## config.mk

```make
export PLATFORM = sky130hd
export DESIGN_NAME = gnce_fifo
export DESIGN_NICKNAME = d
export VERILOG_FILES = /design/src/hw/rtl/gnce_fifo.sv
export SDC_FILE = /design/constraint.sdc
export NUM_CORES = 1
export LEC_CHECK = 0
export ABC_AREA = 1
export BUFFER_PORTS_ARGS = -buffer_cell sky130_fd_sc_hd__buf_2
export CAP_MARGIN = 10
export CELL_PAD_IN_SITES_DETAIL_PLACEMENT = 1
export CELL_PAD_IN_SITES_GLOBAL_PLACEMENT = 2
export CORE_ASPECT_RATIO = 2
export CORE_MARGIN = 2
export CORE_UTILIZATION = 28
export DETAILED_ROUTE_END_ITERATION = 10
export MAX_ROUTING_LAYER = met4
export PLACE_DENSITY = 0.73
export SKIP_CTS_REPAIR_TIMING = 1
export SYNTH_ARGS = -nofsm -noshare
export SYNTH_HDL_FRONTEND = slang
export SYNTH_SLANG_ARGS = --single-unit
```

## constraint.sdc

```tcl
create_clock -name clk_i -period 1.4 [get_ports clk_i]
set_input_delay 0.07 -clock clk_i [delete_from_list [all_inputs] [get_ports clk_i]]
set_output_delay 0.07 -clock clk_i [all_outputs]
set_load 0.02 [all_outputs]
```

## src/hw/rtl/gnce_fifo.sv

```systemverilog
// Small register queue used between the front and back end and at the
// result side. Depends on nothing; data is shown while empty_o is low.
module gnce_fifo #(
  parameter int unsigned WIDTH = 8,
  parameter int unsigned DEPTH = 2,
  localparam int unsigned PW = (DEPTH > 1) ? $clog2(DEPTH) : 1
) (
  input  logic             clk_i,
  input  logic             rst_ni,
  input  logic             push_i,
  input  logic [WIDTH-1:0] wdata_i,
  output logic             full_o,
  input  logic             pop_i,
  output logic [WIDTH-1:0] rdata_o,
  output logic             empty_o
);

  logic [WIDTH-1:0] mem_q [DEPTH];
  logic [PW-1:0]    wptr_q, wptr_d, rptr_q, rptr_d;
  logic [PW:0]      cnt_q, cnt_d;
  logic             do_push, do_pop;

  assign full_o  = (cnt_q == (PW+1)'(DEPTH));
  assign empty_o = (cnt_q == '0);
  assign rdata_o = mem_q[rptr_q];
  assign do_push = push_i && !full_o;
  assign do_pop  = pop_i && !empty_o;

  always_comb begin
    wptr_d = wptr_q;
    rptr_d = rptr_q;
    cnt_d  = cnt_q;
    if (do_push) begin
      wptr_d = (wptr_q == PW'(DEPTH - 1)) ? '0 : wptr_q + 1'b1;
    end
    if (do_pop) begin
      rptr_d = (rptr_q == PW'(DEPTH - 1)) ? '0 : rptr_q + 1'b1;
    end
    if (do_push && !do_pop) begin
      cnt_d = cnt_q + 1'b1;
    end else if (do_pop && !do_push) begin
      cnt_d = cnt_q - 1'b1;
    end
  end

  always_ff @(posedge clk_i or negedge rst_ni) begin
    if (!rst_ni) begin
      wptr_q <= '0;
      rptr_q <= '0;
      cnt_q  <= '0;
    end else begin
      wptr_q <= wptr_d;
      rptr_q <= rptr_d;
      cnt_q  <= cnt_d;
    end
  end

  always_ff @(posedge clk_i) begin
    if (do_push) begin
      mem_q[wptr_q] <= wdata_i;
    end
  end

endmodule

```

======== After elaboration in Yosys (flattened, before gate mapping) ========
Memory sizes are Yosys's and may differ from the RTL's.
Cells that the tools add are included.
storage, ports and cells
  logic and storage cells ................. 25
  bits in writable memories ............... 16
  flip-flop bits (word level) ............. 4
  memories ................................ 1
memory list
  memory  depth  bits a word  read ports  clocked after memory_dff  write ports  RTL line  text
  mem_q   2      8            1           0                         1            18        logic [WIDTH-1:0] mem_q [DEPTH];
cells by class
  add/subtract/negate cells ............... 4
  multiplexer cells ....................... 6
  reduce and logical (&&, ||, !) cells .... 10
  eq/ne operators ......................... 1
operator list
  cell                                                                 number
  1-bit logical AND                                                    4
  1-bit logical NOT                                                    4
  1-bit two-way mux                                                    4
  2-bit two-way mux                                                    2
  1-bit adder (second input constant)                                  2
  2-bit by 1-bit adder with 2-bit output (second input constant)       1
  2-bit equality test (second input constant)                          1
  2-bit logical NOT                                                    1
  2-bit nonzero test                                                   1
  2-bit by 1-bit subtractor with 2-bit output (second input constant)  1

======== Depth between registers and ports, before layout ========
  depth in word-level cells ............... 7
  gate-level depth with buffers ........... 9
  gate-level depth less buffers ........... 9

======== Least setup slack after synthesis ========
OpenSTA, ideal clock, no wires.
  path type ............................... reg-to-reg
  start ................................... register cnt_q[0]
  end ..................................... register cnt_q[1]
  path buffers ............................ 0
  arrival time ............................ 1.282 ns
  clock period less this slack ............ 1.399 ns
  path slack .............................. 0.001 ns
  cell stages (with the launch flop) ...... 8
  path through ............................ dfrtp_1 -> nor2_2 -> nor2_2 -> ha_1 -> inv_1 -> nand3_1 -> nand2_1 -> nand2_1
between the ends
  longest elaborated chain between the ends .. 6
RTL lines
  what                          RTL line  text
  start: declaration            20        logic [PW:0] cnt_q, cnt_d;
  start signal: assignment      54        cnt_q <= cnt_d;
  2-bit equality test (*)       23        assign full_o = (cnt_q == (PW+1)'(DEPTH));
  net full_o                    12        output logic full_o,
  1-bit logical NOT (*)         26        assign do_push = push_i && !full_o;
  1-bit logical AND (*)         26
  1-bit logical NOT             41        end else if (do_pop && !do_push) begin
  1-bit logical AND             41
  2-bit nonzero test (no line)  --
Mark *: on every way through the listed nets, which the timed path passes. The rest lies on a longest branch. The select of a mux whose other input is x is not followed.
A chain may end at the register's enable or synchronous reset.

======== Worst setup path in the final report ========
  start ................................... register cnt_q[1]
  end ..................................... memory mem_q[0][5], enable pin
between the ends
  longest elaborated chain between the ends .. 5
RTL lines
  what                                     RTL line  text
  2-bit equality test                      23
  1-bit logical NOT                        26
  1-bit logical AND                        26
  1-bit two-way mux                        59        if (do_push) begin
  1-bit two-way mux (implied by the code)  60        mem_q[wptr_q] <= wdata_i;
  end: declaration                         18
No other way between the ends.

==> results list <==
- The share of total power dissipated in combinational logic is 0.434.
- Summing all placed instances gives a cell area of 981 um2.
- First-pass GRT wire length: 2.81 mm
- Final-report setup violation count: 0
- Entering global routing, the biggest net connects 12 pins.
- OpenSTA, run right after detailed placement, puts the worst setup slack at 5.95 ps.
* Antenna violations before repair: 0
- Weighted congestion reported at the end of routability-driven placement: 0.710
- Detailed placement ended at an HPWL of 1.37 mm.
- Number of antenna cells inserted: 0
* Run status: finished, final reports clean
* Startpoint of the most critical hold path: wdata_i[7]
- Of the total power, the clock network draws 0.160.
* TritonCTS clock tree: yes
* Setup crit end kind: flip-flop
* Boundary Pins: 22
- CP delay by family, top: flip-flops
* Clock Skew: 1.58 ps
* Switching power share of the total: 0.392
- The count of nets left with antenna violations once routing finished came out at 0.
* Crit Reg-Reg Startpoint: cnt_q[1]
- The final count of hold timing violations is 0.
* Final core utilization: 0.406
- The via count of the first global-routing pass is 595.
- Required time reported for the critical path endpoint: 1380 ps
* Setup TNS after final layout: 0 ps
* Crit path max fanout: 8
- Internal power: 1.44 mW
* Max frequency: 729 MHz
- Number of synthesized register bits: 20
- In the final design database the tool counted 122 nets.
- Class of the most critical setup path: reg2reg
- The netlist uses 14 different library cells.
- Starting utilization of the core area: 0.292
- The signal on the critical path passes through inv_1, nor2_2, nor2_2, nand2_1, inv_1, buf_12.
* Crit path time final: 1370 ps
- Drt first-iter violations: 10
* Vias after detailed routing: 632
- At the worst endpoint, the arrival time is 1350 ps.
- Total number of H-tree levels: 1
- Net Switching: 0.930 mW
* Total length of routed met2 wires: 1.06 mm
- The finished cells cover 1120 um2.
- The worst register-to-register path has a setup slack of 30 ps.
- Synthesized area divided by synthesized cell count: 11.1 um2
* Buffer and inverter count on the worst path: 3
- The worst setup path is launched from a flip-flop.
- Final global-route overflow total: 0
- After detailed routing, the average wire length per cell comes to 13.5 um.
- Post-route fraction of the period consumed by the critical path: 0.980
* Clock Latency Late Sink: 260 ps
* Die height: 80.0 um
* CTS Sinks: 20
- Pwr per Cell Area: 2110 nW/um2
- After filler insertion, the fill cell instance count of the layout stands at 319.
- In this run the cell area of the synthesized design comes to 810 um2.
- Clock root buffer master: clkbuf_8
* Global-route usage over all layers: 0.119
* Type of the worst min-delay path: in2reg
* Router iterations before antenna repair: 4
* Leakage Power: 0.523 nW
- Counting along the longest clock path gives a buffer depth of 2.
* Overall power after layout: 2.37 mW
* Pins over their slew limit: 0
- Among all stages on the critical path, the largest delay is contributed by dfrtp_1.
- Gate count after technology mapping: 73
* Worst Setup Slack, final: 28.5 ps
* Critical path startpoint: cnt_q[1]
* Core region area: 2770 um2
* Residual DRC: 0
- Port buffering added 21 buffers.
- In the routed layout, each cell is associated on average with a via count of 4.61.
* Clock slew at the register clock pins of the worst setup and hold paths: 70 ps
- Slew margin rel.: 0.802
- Max_cap viols: 0
* Area of the multi-input gates: 218 um2
* Total met3 wirelength after detailed routing: 62 um
* Actual slew at the worst max-slew pin: 294 ps
- In this design, the stage delay of the slowest critical-path cell is 420 ps.
* CTS Buf Count: 3
- Highest routed layer: met4
- Die width: 42.0 um
* Peak VDD IR: 0.728 mV
- From synthesis to final layout, the design area changed by 38.9%.
* Post-synthesis sequential area ratio: 0.717
- Area taken by flip-flops and latches: 583 um2
- Sum of routed wire length over all layers: 1.85 mm
- The share of total power dissipated in sequential elements is 0.406.
- Of the cells placed in the final design, the portion with a size suffix greater than 1 is 0.343.
- Die area: 3360 um2
* Length of routed wiring on met1: 663 um
- Number of rows created at floorplan: 27
* Net count after synthesis: 86
* Yosys warning total: 0
[cells in the final DEF (no fill, tap or decap), types with 2 or more instances in the layout]
| master | count |
|---|---|
| nor2_2 | 2 |
| inv_1 | 7 |
| edfxtp_1 | 16 |
| dfrtp_1 | 2 |
| nand2_1 | 33 |
| buf_2 | 21 |
| dlygate4sd3_1 | 5 |
| buf_4 | 5 |
| clkbuf_8 | 3 |
| nor2_1 | 2 |
| dfrtp_2 | 2 |
[power groups by stage]
stage	Clock [mW]	Combinational, mW	Sequential [mW]
floorplan	0	0.617	0.897
global placement	0	0.897	0.951
detailed placement	0	0.934	0.961
CTS	0.384	0.934	0.953
global route	0.411	1.15	0.989
finish	0.380	1.03	0.962
[final timing paths]
| kind | end | cells past startpoint |
|---|---|---|
| max | mem_q[0][5] | 6 |
| min | mem_q[0][7] | 1 |
| max reg2reg | mem_q[0][5] | 6 |
| min reg2reg | wptr_q | 2 |
| max in group asynchronous | rptr_q | 2 |
| min in group asynchronous | cnt_q[1] | 2 |
[layout make-up]
| type | count | area share |
|---|---|---|
| sequential | 20 | 0.518 |
| multi-input combinational | 44 | 0.194 |
| timing repair buffer | 32 | 0.189 |
| clock buffer | 3 | 0.0367 |
| tap | 29 | 0.0323 |
| inverter | 8 | 0.0267 |
| clock inverter | 1 | 0.00334 |
[state kept, by name, summed over array words and instances (netlist names)]
| name | cells |
|---|---|
| wptr_q | 1 |
| mem_q | 16 |
| cnt_q | 2 |
| rptr_q | 1 |
[cells in the mapped netlist]
master	instances	share of area
nand4_1	1	0.0077
inv_2	1	0.0046
nor2_2	2	0.015
ha_1	1	0.015
buf_2	1	0.0062
inv_1	7	0.032
nand3b_1	1	0.0093
o21ai_0	2	0.012
edfxtp_1	16	0.59
xnor2_1	1	0.011
nand2_1	33	0.15
nor2_1	2	0.0093
nand3_1	1	0.0062
dfrtp_1	4	0.12
[metal layers]
metal,global-route usage,vias up
met3,0.0136,5
met5,-,-
met2,0.206,18
met4,0.0938,0
li1,-,305
met1,0.117,304
[logic make-up (layout without fill, tap and decap cells)]
group | Yosys count | in the layout | share of synthesized area
AOI/OAI and AO/OA | 2 | 2 | 0.0124
xor gates and xnor gates | 1 | 1 | 0.0108
adders and majority gates | 1 | 1 | 0.0155
buffers and inverters | 9 | 44 | 0.0433
DFF | 20 | 20 | 0.717
and+or+nand+nor | 40 | 40 | 0.201
[metrics by stage]
step | hold slack, ps | cells
floorplan | -226 | 73
global placement | -110 | 125
detailed placement | -109 | 125
CTS | -385 | 129
global route | 6.14 | 137
finish | 9.78 | 137
Note: power is estimated with default switching activity, not from simulation.
