## src/hw/rtl/gnce_pkg.sv

```systemverilog
// Shared constants and helpers for the grid neighbor cell enumerator.
// Holds field widths, configuration register indexes and the offset-mask
// helpers used by the back end. No dependencies.
package gnce_pkg;

  localparam int unsigned MAX_RES_AXIS_DEF = 256;

  localparam int unsigned POS_W     = 32;
  localparam int unsigned CFG_W     = 32;
  localparam int unsigned RES_W     = 9;
  localparam int unsigned IDX_W     = 24;
  localparam int unsigned CFG_IDX_W = 3;
  localparam int unsigned OFS_W     = 2;

  localparam logic [CFG_IDX_W-1:0] REG_ORIGIN_X = 3'd0;
  localparam logic [CFG_IDX_W-1:0] REG_ORIGIN_Y = 3'd1;
  localparam logic [CFG_IDX_W-1:0] REG_ORIGIN_Z = 3'd2;
  localparam logic [CFG_IDX_W-1:0] REG_INV_CELL = 3'd3;
  localparam logic [CFG_IDX_W-1:0] REG_RES_X    = 3'd4;
  localparam logic [CFG_IDX_W-1:0] REG_RES_Y    = 3'd5;
  localparam logic [CFG_IDX_W-1:0] REG_RES_Z    = 3'd6;

  // Width of an effective resolution: the register is 9 bits, so it never
  // exceeds 511 whatever the axis limit.
  function automatic int unsigned res_w(input int unsigned max_res);
    int unsigned w;
    if (max_res > 511) begin
      w = RES_W;
    end else begin
      w = $clog2(max_res + 1);
      if (w < 1) begin
        w = 1;
      end
    end
    return w;
  endfunction

  // Offsets 0..2 stand for neighbor -1, 0, +1; bit o of a mask marks an
  // in-grid neighbor at offset o.
  function automatic logic [OFS_W-1:0] first_set(input logic [2:0] m);
    logic [OFS_W-1:0] r;
    if (m[0]) begin
      r = 2'd0;
    end else if (m[1]) begin
      r = 2'd1;
    end else begin
      r = 2'd2;
    end
    return r;
  endfunction

  function automatic logic [OFS_W-1:0] last_set(input logic [2:0] m);
    logic [OFS_W-1:0] r;
    if (m[2]) begin
      r = 2'd2;
    end else if (m[1]) begin
      r = 2'd1;
    end else begin
      r = 2'd0;
    end
    return r;
  endfunction

  function automatic logic [2:0] above(input logic [OFS_W-1:0] o);
    logic [2:0] r;
    case (o)
      2'd0:    r = 3'b110;
      2'd1:    r = 3'b100;
      default: r = 3'b000;
    endcase
    return r;
  endfunction

endpackage

```

## src/hw/rtl/gnce_back.sv

```systemverilog
// Back end: walks the in-grid neighbors of one queued query, one per cycle if
// not stalled; two multiply stages form each linear index. Uses gnce_pkg.
module gnce_back #(
  parameter int unsigned MAX_RES_AXIS = gnce_pkg::MAX_RES_AXIS_DEF,
  localparam int unsigned RW    = gnce_pkg::res_w(MAX_RES_AXIS),
  localparam int unsigned CW    = RW + 2,
  localparam int unsigned ENT_W = 3 * CW + 9,
  localparam int unsigned OUT_W = gnce_pkg::IDX_W + 2
) (
  input  logic             clk_i,
  input  logic             rst_ni,
  input  logic [ENT_W-1:0] q_data_i,
  input  logic             q_empty_i,
  output logic             q_pop_o,
  input  logic [RW-1:0]    res_x_i,
  input  logic [RW-1:0]    res_y_i,
  output logic             o_push_o,
  output logic [OUT_W-1:0] o_data_o,
  input  logic             o_full_i
);

  import gnce_pkg::*;

  logic signed [CW-1:0] qc [3];
  logic [2:0]           qm [3];

  logic                 cur_v_q, cur_v_d;
  logic signed [CW-1:0] cur_c_q [3];
  logic [2:0]           cur_m_q [3];
  logic [OFS_W-1:0]     off_q [3], off_d [3];

  logic                 adv_b, adv_c, emit, load, empty_run, is_last;
  logic [CW-1:0]        sum [3];
  logic [RW-1:0]        crd [3];

  logic                 vb_q, valb_q, lastb_q;
  logic [RW-1:0]        crdb_q [3];
  logic                 vc_q, valc_q, lastc_q;
  logic [IDX_W-1:0]     tc_q;
  logic [RW-1:0]        xc_q;
  logic [2*RW:0]        t_full;
  logic [IDX_W-1:0]     idx;

  assign {qc[0], qc[1], qc[2], qm[0], qm[1], qm[2]} = q_data_i;

  assign adv_c = !vc_q || !o_full_i;
  assign adv_b = !vb_q || adv_c;
  assign emit  = cur_v_q && adv_b;

  assign empty_run = (cur_m_q[0] == 3'b000) || (cur_m_q[1] == 3'b000) ||
                     (cur_m_q[2] == 3'b000);
  assign is_last   = empty_run ||
                     ((off_q[0] == last_set(cur_m_q[0])) &&
                      (off_q[1] == last_set(cur_m_q[1])) &&
                      (off_q[2] == last_set(cur_m_q[2])));

  // Take the next query as soon as the current run hands out its last cell.
  assign load    = !q_empty_i && (!cur_v_q || (emit && is_last));
  assign q_pop_o = load;
  assign cur_v_d = load ? 1'b1 : ((emit && is_last) ? 1'b0 : cur_v_q);

  always_comb begin
    for (int a = 0; a < 3; a++) begin
      off_d[a] = off_q[a];
    end
    if (load) begin
      for (int a = 0; a < 3; a++) begin
        off_d[a] = first_set(qm[a]);
      end
    end else if (emit && !is_last) begin
      // advance z; on wrap advance y; on wrap advance x
      if ((cur_m_q[2] & above(off_q[2])) != 3'b000) begin
        off_d[2] = first_set(cur_m_q[2] & above(off_q[2]));
      end else begin
        off_d[2] = first_set(cur_m_q[2]);
        if ((cur_m_q[1] & above(off_q[1])) != 3'b000) begin
          off_d[1] = first_set(cur_m_q[1] & above(off_q[1]));
        end else begin
          off_d[1] = first_set(cur_m_q[1]);
          off_d[0] = first_set(cur_m_q[0] & above(off_q[0]));
        end
      end
    end
  end

  always_comb begin
    for (int a = 0; a < 3; a++) begin
      sum[a] = cur_c_q[a] + CW'(off_q[a]) - CW'(1);
      crd[a] = empty_run ? '0 : sum[a][RW-1:0];
    end
  end

  // (z*res_y + y), then *res_x + x, both kept modulo the index width
  assign t_full   = (2*RW+1)'(crdb_q[2]) * (2*RW+1)'(res_y_i) + (2*RW+1)'(crdb_q[1]);
  assign idx      = tc_q * IDX_W'(res_x_i) + IDX_W'(xc_q);
  assign o_data_o = {idx, valc_q, lastc_q};
  assign o_push_o = vc_q && !o_full_i;

  always_ff @(posedge clk_i or negedge rst_ni) begin
    if (!rst_ni) begin
      cur_v_q <= 1'b0;
      vb_q    <= 1'b0;
      vc_q    <= 1'b0;
      for (int a = 0; a < 3; a++) begin
        off_q[a] <= '0;
      end
    end else begin
      cur_v_q <= cur_v_d;
      for (int a = 0; a < 3; a++) begin
        off_q[a] <= off_d[a];
      end
      if (adv_b) begin
        vb_q <= emit;
      end
      if (adv_c) begin
        vc_q <= vb_q;
      end
    end
  end

  always_ff @(posedge clk_i) begin
    if (load) begin
      for (int a = 0; a < 3; a++) begin
        cur_c_q[a] <= qc[a];
        cur_m_q[a] <= qm[a];
      end
    end
    if (adv_b) begin
      for (int a = 0; a < 3; a++) begin
        crdb_q[a] <= crd[a];
      end
      valb_q  <= !empty_run;
      lastb_q <= is_last;
    end
    if (adv_c) begin
      tc_q    <= IDX_W'(t_full);
      xc_q    <= crdb_q[0];
      valc_q  <= valb_q;
      lastc_q <= lastb_q;
    end
  end

endmodule
```

## config.mk

```make
export PLATFORM = sky130hd
export DESIGN_NAME = gnce_back
export DESIGN_NICKNAME = d
export VERILOG_FILES = /design/src/hw/rtl/gnce_pkg.sv /design/src/hw/rtl/gnce_back.sv
export SDC_FILE = /design/constraint.sdc
export NUM_CORES = 1
export LEC_CHECK = 0
export BUFFER_PORTS_ARGS = -buffer_cell sky130_fd_sc_hd__buf_4
export CORE_MARGIN = 3
export CORE_UTILIZATION = 65
export DETAILED_ROUTE_END_ITERATION = 7
export PLACE_DENSITY_LB_ADDON = 0.3
export SYNTH_ARGS = -nofsm -noshare
export SYNTH_HDL_FRONTEND = slang
export SYNTH_SLANG_ARGS = --single-unit
```

## constraint.sdc

```tcl
create_clock -name clk_i -period 19.2 [get_ports clk_i]
set_clock_uncertainty 0.2 [all_clocks]
set_input_delay 2.88 -clock clk_i [delete_from_list [all_inputs] [get_ports clk_i]]
set_output_delay 2.88 -clock clk_i [all_outputs]
set_load 0.02 [all_outputs]
```

# [Word-level counts from Yosys, hierarchy flattened]
# Memory sizes are Yosys's and may differ from the RTL's. A register that Yosys moved wholly into a read port is not among the register bits.
# Cells that the tools add are included.
# W data, S select, Z words.
[word_totals] ff_bits=32 ramBits=69 input_bits=64 out_inout_bits=28 wordCells=125 n_memories=3
[memory_table] name="cur_c_q" depth=3 width=11 read_ports=3 rd_clocked_by_memory_dff=0 wr=3 line="gnce_back.sv:28" text="logic signed [CW-1:0] cur_c_q [3];"
[memory_table] name="crdb_q" depth=3 width=9 read_ports=3 rd_clocked_by_memory_dff=1 wr=3 line="gnce_back.sv:37" text="logic [RW-1:0] crdb_q [3];"
[memory_table] name="cur_m_q" depth=3 width=3 read_ports=3 rd_clocked_by_memory_dff=0 wr=3 line="gnce_back.sv:29" text="logic [2:0] cur_m_q [3];"
[classes] n_addsub=8 multipliers=2 eq_ne=8 n_mux=56 bitwise_logic=5 reduce_logical=32
[ops] op="$mux W2" n=33
[ops] op="$add A9 B2 Y9" n=3
[ops] op="$mux W9" n=3
[ops] op="$sub A9 B1 Y9 const B" n=3
[ops] op="$add A24 B9 Y24" n=1
[ops] op="$mul A19 B9 Y24" n=1
[ops] op="$add A18 B9 Y19" n=1
[ops] op="$mul A9 B9 Y18" n=1
[ops] op="$mux W3" n=5
[ops] op="$mux W6" n=2
[ops] op="$pmux W3 S2" n=2
[ops] op="$logic_not A3 Y1" n=3
[ops] op="$mux W1" n=9
[ops] op="$logic_and A1 B1 Y1" n=7
[ops] op="$logic_not A1 Y1" n=7
[ops] op="$and A2 B2 Y2" n=3
[ops] op="$and A3 B3 Y3" n=2
[ops] op="$eq A2 B1 Y1 const B" n=3
[ops] op="$eq A2 B2 Y1" n=3
[ops] op="$logic_not A2 Y1" n=3
[ops] op="$logic_or A1 B1 Y1" n=6
[ops] op="$reduce_bool A3 Y1" n=2
[ops] op="$mux W4" n=1
[ops] op="$ne A2 B2 Y1 const B" n=2
[ops] op="4 further kinds" n=5

# [Longest topological paths before layout]
# Gate-level depths: netlist (run 1).
# An unclocked memory read counts as a cell.
[depth] depth_word=29 depth_mapped=22 depth_no_buf=20

# [Worst setup path after synthesis (run 1)]
# No wires, ideal clock.
[synth_timing] path_type="input port to output port" startpoint="input res_x_i[0]" endpoint="output o_data_o[25]" arrival_time_ns=8.071 required_time_ns=16.120 slack_ns=8.049 stages=22 n_path_buf=2 cell_sequence="clkbuf_1 > clkbuf_1 > nand2_1 > fa_1 > inv_1 > fa_1 > inv_1 > fa_1 > inv_1 > fa_1 > inv_1 > fa_1 > inv_1 > ha_1 > a211oi_2 > o21ai_1 > a221oi_2 > a211o_1 > nand4_1 > a31o_1 > a21oi_2 > xnor2_1"
[synth_between] elab_chain_len=2
[synth_lines] element="start: declaration" line="gnce_back.sv:15" text="input logic [RW-1:0] res_x_i,"
[synth_lines] element="$mul A19 B9 Y24" line="gnce_back.sv:95" text="assign idx = tc_q * IDX_W'(res_x_i) + IDX_W'(xc_q);"
[synth_lines] element="$add A24 B9 Y24" line="gnce_back.sv:95"
[synth_lines] element="end: declaration" line="gnce_back.sv:18" text="output logic [OUT_W-1:0] o_data_o,"
# No other way between the ends.

# [Final worst setup path (run 1)]
# Ends and elaborated chain as after synthesis.

==> run metrics, run 1 <==
register area share after synthesis=0.242; TNS Setup=0 ns; Die Wd=146 um; Top FF cell, synth=edfxtp_1; first-pass GRT wire length=40.6 mm; Least-Margin Pin Slew=1.11 ns; die area=21200 sq um; DR pass1 iterations=4; hold slack=0.222 ns; Initial DRC Count=424; Rows=50; CP max FO=19; share of post-route cells with drive strength above 1=0.0869; gpl congestion=0.838; top cells by area, synth=fa_1 28%, edfxtp_1 22%, ha_1 14%, and2_1 6.9%, inv_1 6.6%; Clock Path Buffers=2; max cap viols=0; Overall Global Routing Usage=0.228; Ant. Diodes=0; drc violations=0; io pins=92; CTS tree=yes; dpl hpwl=19.2 mm; Die Span Y=146 um; Syn. warnings=0; Final Util=0.730; antenna violations before repair=0; CTS clock-pin slew for the worst setup and hold paths=0.08 ns; antenna-violating nets left=0; clk_lat worst skew=0.35 ns; fmax=88.6 MHz; final cycle utilization of the critical path=0.588; post-CTS setup buffers=0; worst hold path type=reg2reg; async set-or-reset flop fraction in the synthesized netlist=0.0865; Final Critical Period=11.28 ns; Final Max Slew Viols=0; RSZ-0062 raised after global routing=no; crit path launch type=input port; Synth Cell Area=12700 sq um; area grow syn2layout=9.05%; CTS H-tree lvls=3; TritonCTS Buffers=9; FF+latch count, synth=104; Slew headroom=0.258; CTS Root Cell=clkbuf_16; syn_nets=1632; Core Box Area=19000 sq um; largest net degree at the start of global routing=48; Setup Crit Path Kind=in2out; Worst EP arrival=8.20 ns; final hold vios=0; status=finished, final reports clean; port bufs=85; Vias=8489; drt wl/cell=14.5 um; Post-DP Area=13500 sq um; Post-synth EDFFs=95; cts hold-fix bufs=0; grt total ovfl=0; final net count=1700; syn_area_per_cell=10.2 sq um; CTS resizes=0; Cells after Synth=1250; endpoints failing setup=0; CP Capture Type=primary output; area leader, netlist=fa_1; vias in the first global route=9059; post-synth top area share=0.282; Worst Path Required=16.12 ns; vias per cell=5.36; Netlist cell types=57; clock tree sinks=104; final WL=23.0 mm; final instance area=13800 sq um; Starting Density=0.670
[cell type report]
cell class | count | area (sq um)
Multi-Input combinational cell | 892 | 8650
Sequential cell | 104 | 3080
Clock inverter | 6 | 60.1
Inverter | 224 | 842
Tap cell | 260 | 325
Timing Repair Buffer | 87 | 653
Fill cell | 1334 | 5110
Clock buffer | 10 | 239
[cell families after synthesis]
family,share of synthesized area
fa+ha+maj,0.419
flops,0.242
simple gates,0.155
xor+xnor,0.0442
mux,0.00158
buf+inv,0.0765
compound gates,0.0608
[stage by stage]
step                setup WS (ns)  cells
finish                       7.92   1583
global route                 7.65   1583
CTS                          7.92   1583
detailed placement           7.90   1567
global placement             7.96   1567
floorplan                    8.05   1250
[synth_stat cells, types with 3 or more instances]
library cell and number:
nand3_1 9, and2_1 140, or3_1 5, edfxtp_1 95
nor3_1 9, ha_1 139, inv_1 223, nor2_1 57
nand2b_1 8, o21bai_1 13, xnor2_1 51, o31ai_1 3
nand2_1 131, a31oi_1 3, nand3b_1 4, nor2b_1 14
fa_1 179, clkbuf_1 25, o2111ai_1 4, xor2_1 13
and3_1 5, o21ai_1 9, a21o_1 7, o21ai_0 11
a21oi_1 42, dfrtp_1 9, a211oi_1 3
[placed cells by master, fill, tap and decap left out, drive strengths merged, types with 2 or more instances in the layout]
cell	instances
a22oi	2
o31ai	3
o2111ai	4
nand3	9
a31o	2
a21oi	43
a21o	7
xnor2	51
inv	226
nand2b	8
o21ai	21
nand2	131
dfrtp	9
edfxtp	95
buf	87
xor2	13
nor2	57
nor2b	14
a31oi	3
o211ai	2
nand3b	4
clkinv	2
and2	140
a211oi	5
fa	179
ha	139
o22ai	2
a21boi	2
nand4	3
clkbuf	10
and3	5
o21bai	13
mux2i	2
nor3	9
or3	5
clkinvlp	2
[state kept, by name (all words and copies together) (netlist names)]
register  cells
off_q         6
valb_q        1
cur_m_q       9
tc_q         19
valc_q        1
cur_v_q       1
vb_q          1
cur_c_q      27
xc_q          9
crdb_q       27
lastb_q       1
lastc_q       1
vc_q          1
[critical path: stages]
cell and delay [ns]:
buf_4 0.20, nand2_1 0.12, fa_1 0.54, inv_1 0.05
fa_1 0.51, inv_1 0.06, fa_1 0.52, inv_1 0.05
fa_1 0.47, inv_1 0.05, fa_1 0.47, inv_1 0.04
ha_1 0.33, a211oi_2 0.30, o21ai_1 0.18, a221oi_2 0.43
a211o_1 0.21, nand4_1 0.13, a31o_1 0.25, a21oi_2 0.14
xnor2_1 0.12, buf_4 0.16
[worst paths after layout]
kind	from	slack (ns)	to	depth (start not counted)
max	res_x_i[0]	7.92	o_data_o[25]	22
min	crdb_q[0][5]$_SDFFCE_PN0N_	0.22	xc_q[5]$_DFFE_PP_	0
max reg2reg	crdb_q[2][6]$_SDFFCE_PN0N_	13.77	tc_q[17]$_DFFE_PP_	18
min reg2reg	crdb_q[0][5]$_SDFFCE_PN0N_	0.22	xc_q[5]$_DFFE_PP_	0
max in group asynchronous	rst_ni	16.52	off_q[0]$_DFFE_PN0P_	1
min in group asynchronous	rst_ni	2.14	vb_q$_DFFE_PN0N_	1
[layer usage]
metal | GRT usage | up-vias | wire length [um]
met5 | 0 | - | 0
met4 | 0.0546 | 0 | 318
met3 | 0.0240 | 30 | 792
met2 | 0.412 | 159 | 11800
met1 | 0.298 | 4204 | 10100
li1 | - | 4096 | -
Power of run 1 is left out: the tool's default activity adds up to more than one toggle a clock period on the data nets, which glitch-free logic cannot reach.
==> run 2, diff against run 1 <==
--- a/config.mk
+++ b/config.mk
@@ -5,9 +5,10 @@
 export SDC_FILE = /design/constraint.sdc
 export NUM_CORES = 1
 export LEC_CHECK = 0
+export ABC_AREA = 1
 export BUFFER_PORTS_ARGS = -buffer_cell sky130_fd_sc_hd__buf_4
 export CORE_MARGIN = 3
-export CORE_UTILIZATION = 65
+export CORE_UTILIZATION = 63
 export DETAILED_ROUTE_END_ITERATION = 7
 export PLACE_DENSITY_LB_ADDON = 0.3
 export SYNTH_ARGS = -nofsm -noshare
==> constraint.sdc (replaced) <==
create_clock -name clk_i -period 10.91 [get_ports clk_i]
set_clock_uncertainty 0.2 [all_clocks]
set_input_delay 1.6365 -clock clk_i [delete_from_list [all_inputs] [get_ports clk_i]]
set_output_delay 1.6365 -clock clk_i [all_outputs]
set_load 0.02 [all_outputs]
==> run metrics, run 2 <==
port bufs=85; Final Critical Period=8.13 ns; vias in the first global route=10400; Vias=10100; drt wl/cell=13.5 um; FF+latch count, synth=104; setup ws final=2.78 ns; register area share after synthesis=0.227; Hold Path Origin=crdb_q[0][3]$_SDFFCE_PN0N_; syn_nets=1986; Starting Density=0.643; r2r worst-path depth=18; Slowest cell on crit path=fa_1; pre-CTS setup slack=2.78 ns; gpl congestion=0.872; leading cell type in the layout, fill and taps excluded=nand2_1; Netlist cell types=46; clock tree sinks=104; Synth Cell Area=13600 sq um; Worst EP arrival=6.30 ns; CP Capture Type=primary output; # fillers=1603; die area=23300 sq um; CTS H-tree lvls=3; area occupied by multi-input gates=8710 sq um; Overall Global Routing Usage=0.230; worst path cell trace=buf_4 -> nand2_1 -> fa_1 -> inv_1 -> fa_1 -> inv_1 -> fa_1 -> inv_1 -> fa_1 -> inv_1 -> fa_1 -> inv_1 -> ha_1 -> nand2_1 -> nor2_1 -> nand2_1 -> o21ai_1 -> nand2_1 -> nand2_1 -> xor2_1 -> buf_4; TritonCTS Buffers=9; final net count=2025; TNS Setup=0 ns; Post-synth EDFFs=95; max cap viols=0; final WL=25.9 mm; Core Box Area=21100 sq um; fmax=123 MHz; RR Startpoint=crdb_q[2][6]$_SDFFCE_PN0N_; Cells after Synth=1604; Top FF cell, synth=edfxtp_1; Setup Crit Path Kind=in2out; first-pass GRT wire length=45.4 mm; share of post-route cells with drive strength above 1=0.0825; crit-path leading delay family=adder cells; Worst Hold End=xc_q[3]$_DFFE_PP_; CTS clock-pin slew for the worst setup and hold paths=0.07 ns; most frequent cell after synthesis=nand2_1; DR pass1 iterations=5; largest net degree at the start of global routing=38; Die Wd=153 um; Slew headroom=0.388; area leader, netlist=fa_1; Rows=53; clk_lat worst skew=0.35 ns; Top Registers=crdb_q (27), cur_c_q (27), tc_q (19); area grow syn2layout=7.66%; R2R setup slack=5.78 ns; io pins=92; FF+latch area=3080 sq um; top cells by area, synth=fa_1 26%, edfxtp_1 21%, ha_1 13%, nand2_1 11%, inv_1 11%; hold slack=0.216 ns; r2r endpoint=tc_q[12]$_DFFE_PP_; Die Span Y=153 um; antenna-violating nets left=0; Initial DRC Count=662; endpoints failing setup=0; status=finished, final reports clean; RSZ-0062 raised after global routing=no; crit path launch type=input port; Worst Path Required=9.07 ns; WHS Path Cells=0; CTS tree=yes; post-CTS setup buffers=0; worst hold path type=reg2reg; cts hold-fix bufs=0; Final Max Slew Viols=0; Synth top cells by count=397 x nand2_1, 392 x inv_1, 179 x fa_1; async set-or-reset flop fraction in the synthesized netlist=0.0865; drc violations=0; CTS resizes=0; final cycle utilization of the critical path=0.745; Clock Path Buffers=2; antenna violations before repair=0; Syn. warnings=0; CP max FO=19; dpl hpwl=22.2 mm; Crit path largest cell delay=0.54 ns; CTS Root Cell=clkbuf_16; vias per cell=5.27; syn_area_per_cell=8.45 sq um; CP bufs+invs=7; Least-Margin Pin Slew=0.915 ns; grt total ovfl=0; Ant. Diodes=0; final hold vios=0; commonest non-fill, non-tap cells in the layout=397 x nand2_1, 392 x inv_1, 179 x fa_1, 139 x ha_1, 95 x edfxtp_1; post-synth top area share=0.264
## run 2: cell count changes in the layout (fill, tap and decap cells not counted), sizes merged, moves of 17 or more
cell,previous run,this run
nand3,9,43
xor2,13,30
and2,140,1
nand2,131,410
xnor2,51,12
a21oi,43,77
inv,226,404
## run 2: cell families after synthesis
group           after synthesis  share of synthesized area
fa+ha+maj                   318                      0.393
simple gates                542                      0.168
xor+xnor                     42                     0.0271
compound gates              136                     0.0552
flops                       104                      0.227
buf+inv                     462                      0.130
## run 2: layer usage
metal / global-route usage / routed length, um / part of all wire / vias up
met5: 0 / 0 / 0 / -
met4: 0.0670 / 540 / 0.021 / 0
met3: 0.0298 / 1320 / 0.051 / 52
met2: 0.414 / 13300 / 0.51 / 278
met1: 0.291 / 10800 / 0.42 / 4864
li1: - / - / - / 4946
## run 2: final cells by class
type                       count  area share
sequential                   104       0.211
clock buffer                  11      0.0174
clock inverter                 5     0.00249
inverter                     402       0.103
multi-input combinational   1038       0.597
tap                          275      0.0236
timing repair buffer          88      0.0453
## run 2: how the worst max path moves through the flow
stage | cells past startpoint | from | end | slack [ns]
final | 21 | res_x_i[0] | o_data_o[18] | 2.78
after global placement | 22 | res_x_i[0] | o_data_o[25] | 2.91
after CTS | 21 | res_x_i[0] | o_data_o[18] | 2.80
after floorplan | 21 | res_x_i[0] | o_data_o[18] | 2.75
after detailed placement | 21 | res_x_i[0] | o_data_o[18] | 2.78
after global routing | 21 | res_x_i[0] | o_data_o[18] | 2.53
## run 2: per-stage QoR
| stage | instances | cell area (sq um) | utilization |
|---|---|---|---|
| finish | 1923 | 14600 | 0.692 |
| global route | 1923 | 14600 | 0.692 |
| CTS | 1923 | 14600 | 0.692 |
| detailed placement | 1907 | 14300 | 0.678 |
| global placement | 1907 | 14300 | 0.678 |
| floorplan | 1604 | 13600 | - |
Power of run 2 is left out for the same reason.
==> run 3, diff against run 2 <==
--- a/config.mk
+++ b/config.mk
@@ -5,7 +5,7 @@
 export SDC_FILE = /design/constraint.sdc
 export NUM_CORES = 1
 export LEC_CHECK = 0
-export ABC_AREA = 1
+export ABC_AREA = 0
 export BUFFER_PORTS_ARGS = -buffer_cell sky130_fd_sc_hd__buf_4
 export CORE_MARGIN = 3
 export CORE_UTILIZATION = 63
==> constraint.sdc (replaced) <==
create_clock -name clk_i -period 7.7 [get_ports clk_i]
set_clock_uncertainty 0.2 [all_clocks]
set_input_delay 1.155 -clock clk_i [delete_from_list [all_inputs] [get_ports clk_i]]
set_output_delay 1.155 -clock clk_i [all_outputs]
set_load 0.02 [all_outputs]
==> run metrics, run 3 (synthesis results as in run 1) <==
status=finished, final reports clean; Initial DRC Count=383; Die Wd=148 um; Final Instance Count excl. Fillers=1591; Hold Path Origin=crdb_q[0][8]$_SDFFCE_PN0N_; CP max FO=19; grt met2 use=0.377; R2R setup slack=2.24 ns; TritonCTS Buffers=9; RR Startpoint=crdb_q[2][7]$_SDFFCE_PN0N_; Clock Path Buffers=2; clock tree sinks=104; leading cell type in the layout, fill and taps excluded=inv_1; drt wl/cell=14.1 um; WHS Path Cells=0; CP bufs+invs=8; dpl hpwl=19.1 mm; Post-Place Cells=1574; Core Box Area=19700 sq um; vias in the first global route=8740; Worst Path Required=6.34 ns; final WL=22.5 mm; crit-path leading delay family=adder cells; final hold vios=0; Final Max Slew Viols=0; Starting Density=0.646; DR pass1 iterations=6; r2r worst-path depth=18; Rows=51; Vias=8376; commonest non-fill, non-tap cells in the layout=223 x inv_1, 179 x fa_1, 140 x and2_1, 138 x ha_1, 129 x nand2_1; area grow syn2layout=9.41%; first-pass GRT wire length=39.4 mm; endpoints failing setup=0; cts hold-fix bufs=0; grt total ovfl=0; antenna violations before repair=0; antenna-violating nets left=0; clk_lat worst skew=0.34 ns; final net count=1703; share of post-route cells with drive strength above 1=0.0920; Top Registers=crdb_q (27), cur_c_q (27), tc_q (19); worst path cell trace=buf_6 -> nand2_1 -> fa_1 -> inv_1 -> fa_1 -> inv_1 -> fa_1 -> inv_1 -> fa_1 -> inv_1 -> fa_1 -> inv_1 -> ha_4 -> a211oi_2 -> buf_4 -> o2111ai_1 -> nand2_2 -> o2111ai_2 -> a31o_1 -> a21oi_1 -> xnor2_1 -> buf_4; Least-Margin Pin Slew=1.13 ns; gpl congestion=0.857; grt peak-use layer=met2; Crit path largest cell delay=0.54 ns; Setup Crit Path Kind=in2out; CTS Root Cell=clkbuf_16; io pins=92; worst hold path type=reg2reg; M3 GR Usage=0.0239; drc violations=0; Worst EP arrival=6.07 ns; die area=21900 sq um; fmax=135 MHz; Final Critical Period=7.43 ns; critical path depth in cells=22; CP Capture Type=primary output; vias per cell=5.26; M1 GR Usage=0.298; r2r endpoint=tc_q[17]$_DFFE_PP_; largest net degree at the start of global routing=48; final cycle utilization of the critical path=0.965; Slowest cell on crit path=fa_1; Overall Global Routing Usage=0.218; Slew headroom=0.247; crit path launch type=input port; CTS clock-pin slew for the worst setup and hold paths=0.07 ns; crit path to=o_data_o[22]; CP startpoint=res_x_i[0]; max cap viols=0; RSZ-0062 raised after global routing=no; port bufs=85; CTS tree=yes; Ant. Diodes=0; CTS H-tree lvls=3; Die Span Y=148 um
## run 3: cell types whose count changed in the layout (fill, tap and decap cells not counted), moves of 17 or more
| cell | before | now |
|---|---|---|
| nand4_1 | 19 | 2 |
| nand3_1 | 40 | 9 |
| inv_1 | 392 | 223 |
| nand2_1 | 397 | 129 |
| a21oi_1 | 77 | 42 |
| xnor2_1 | 12 | 51 |
| and2_1 | 1 | 140 |
| o21ai_0 | 29 | 11 |
| xor2_1 | 30 | 13 |
## run 3: worst min-delay path by stage
stage | to | slack, ns
after floorplan | lastc_q$_DFFE_PP_ | 0.20
after global placement | xc_q[8]$_DFFE_PP_ | 0.20
after detailed placement | xc_q[6]$_DFFE_PP_ | 0.20
after CTS | xc_q[8]$_DFFE_PP_ | 0.22
after global routing | xc_q[8]$_DFFE_PP_ | 0.23
final | xc_q[8]$_DFFE_PP_ | 0.22
## run 3: routing by layer
metal | routed length, um | vias up
li1 | - | 4103
met1 | 9970 | 4077
met2 | 11300 | 169
met3 | 926 | 27
met4 | 284 | 0
met5 | 0 | -
## run 3: per-stage QoR
stage | setup TNS (ns) | cell area [sq um] | worst slack [ns] | hold slack, ns | util
CTS | 0 | 13900 | 0.0123 | 0.222 | 0.705
global placement | 0 | 13600 | 0.0694 | 0.202 | 0.690
global route | 0 | 13900 | 0.00268 | 0.227 | 0.707
finish | 0 | 13900 | 0.272 | 0.221 | 0.707
detailed placement | -0.0112 | 13600 | -0.0112 | 0.205 | 0.690
floorplan | 0 | 12700 | 0.0374 | 0.200 | -
## run 3: what timing repair did
action | 4_1_cts | 5_1_grt
pin swaps | 2 | 4
cloned | 0 | 0
setup buffers | 1 | 0
setup endpoints to repair | 1 | 4
resized for setup | 0 | 7
## run 3: cell type report
cell class / instances / area, sq um
clock inverters: 6 / 52.6
clock buffers: 10 / 229
flip-flops and latches: 104 / 3080
well taps: 265 / 332
fillers: 1479 / 5760
repair buffers: 90 / 683
multi-input cells: 892 / 8670
inverters: 224 / 842
Power of run 3 is left out for the same reason.
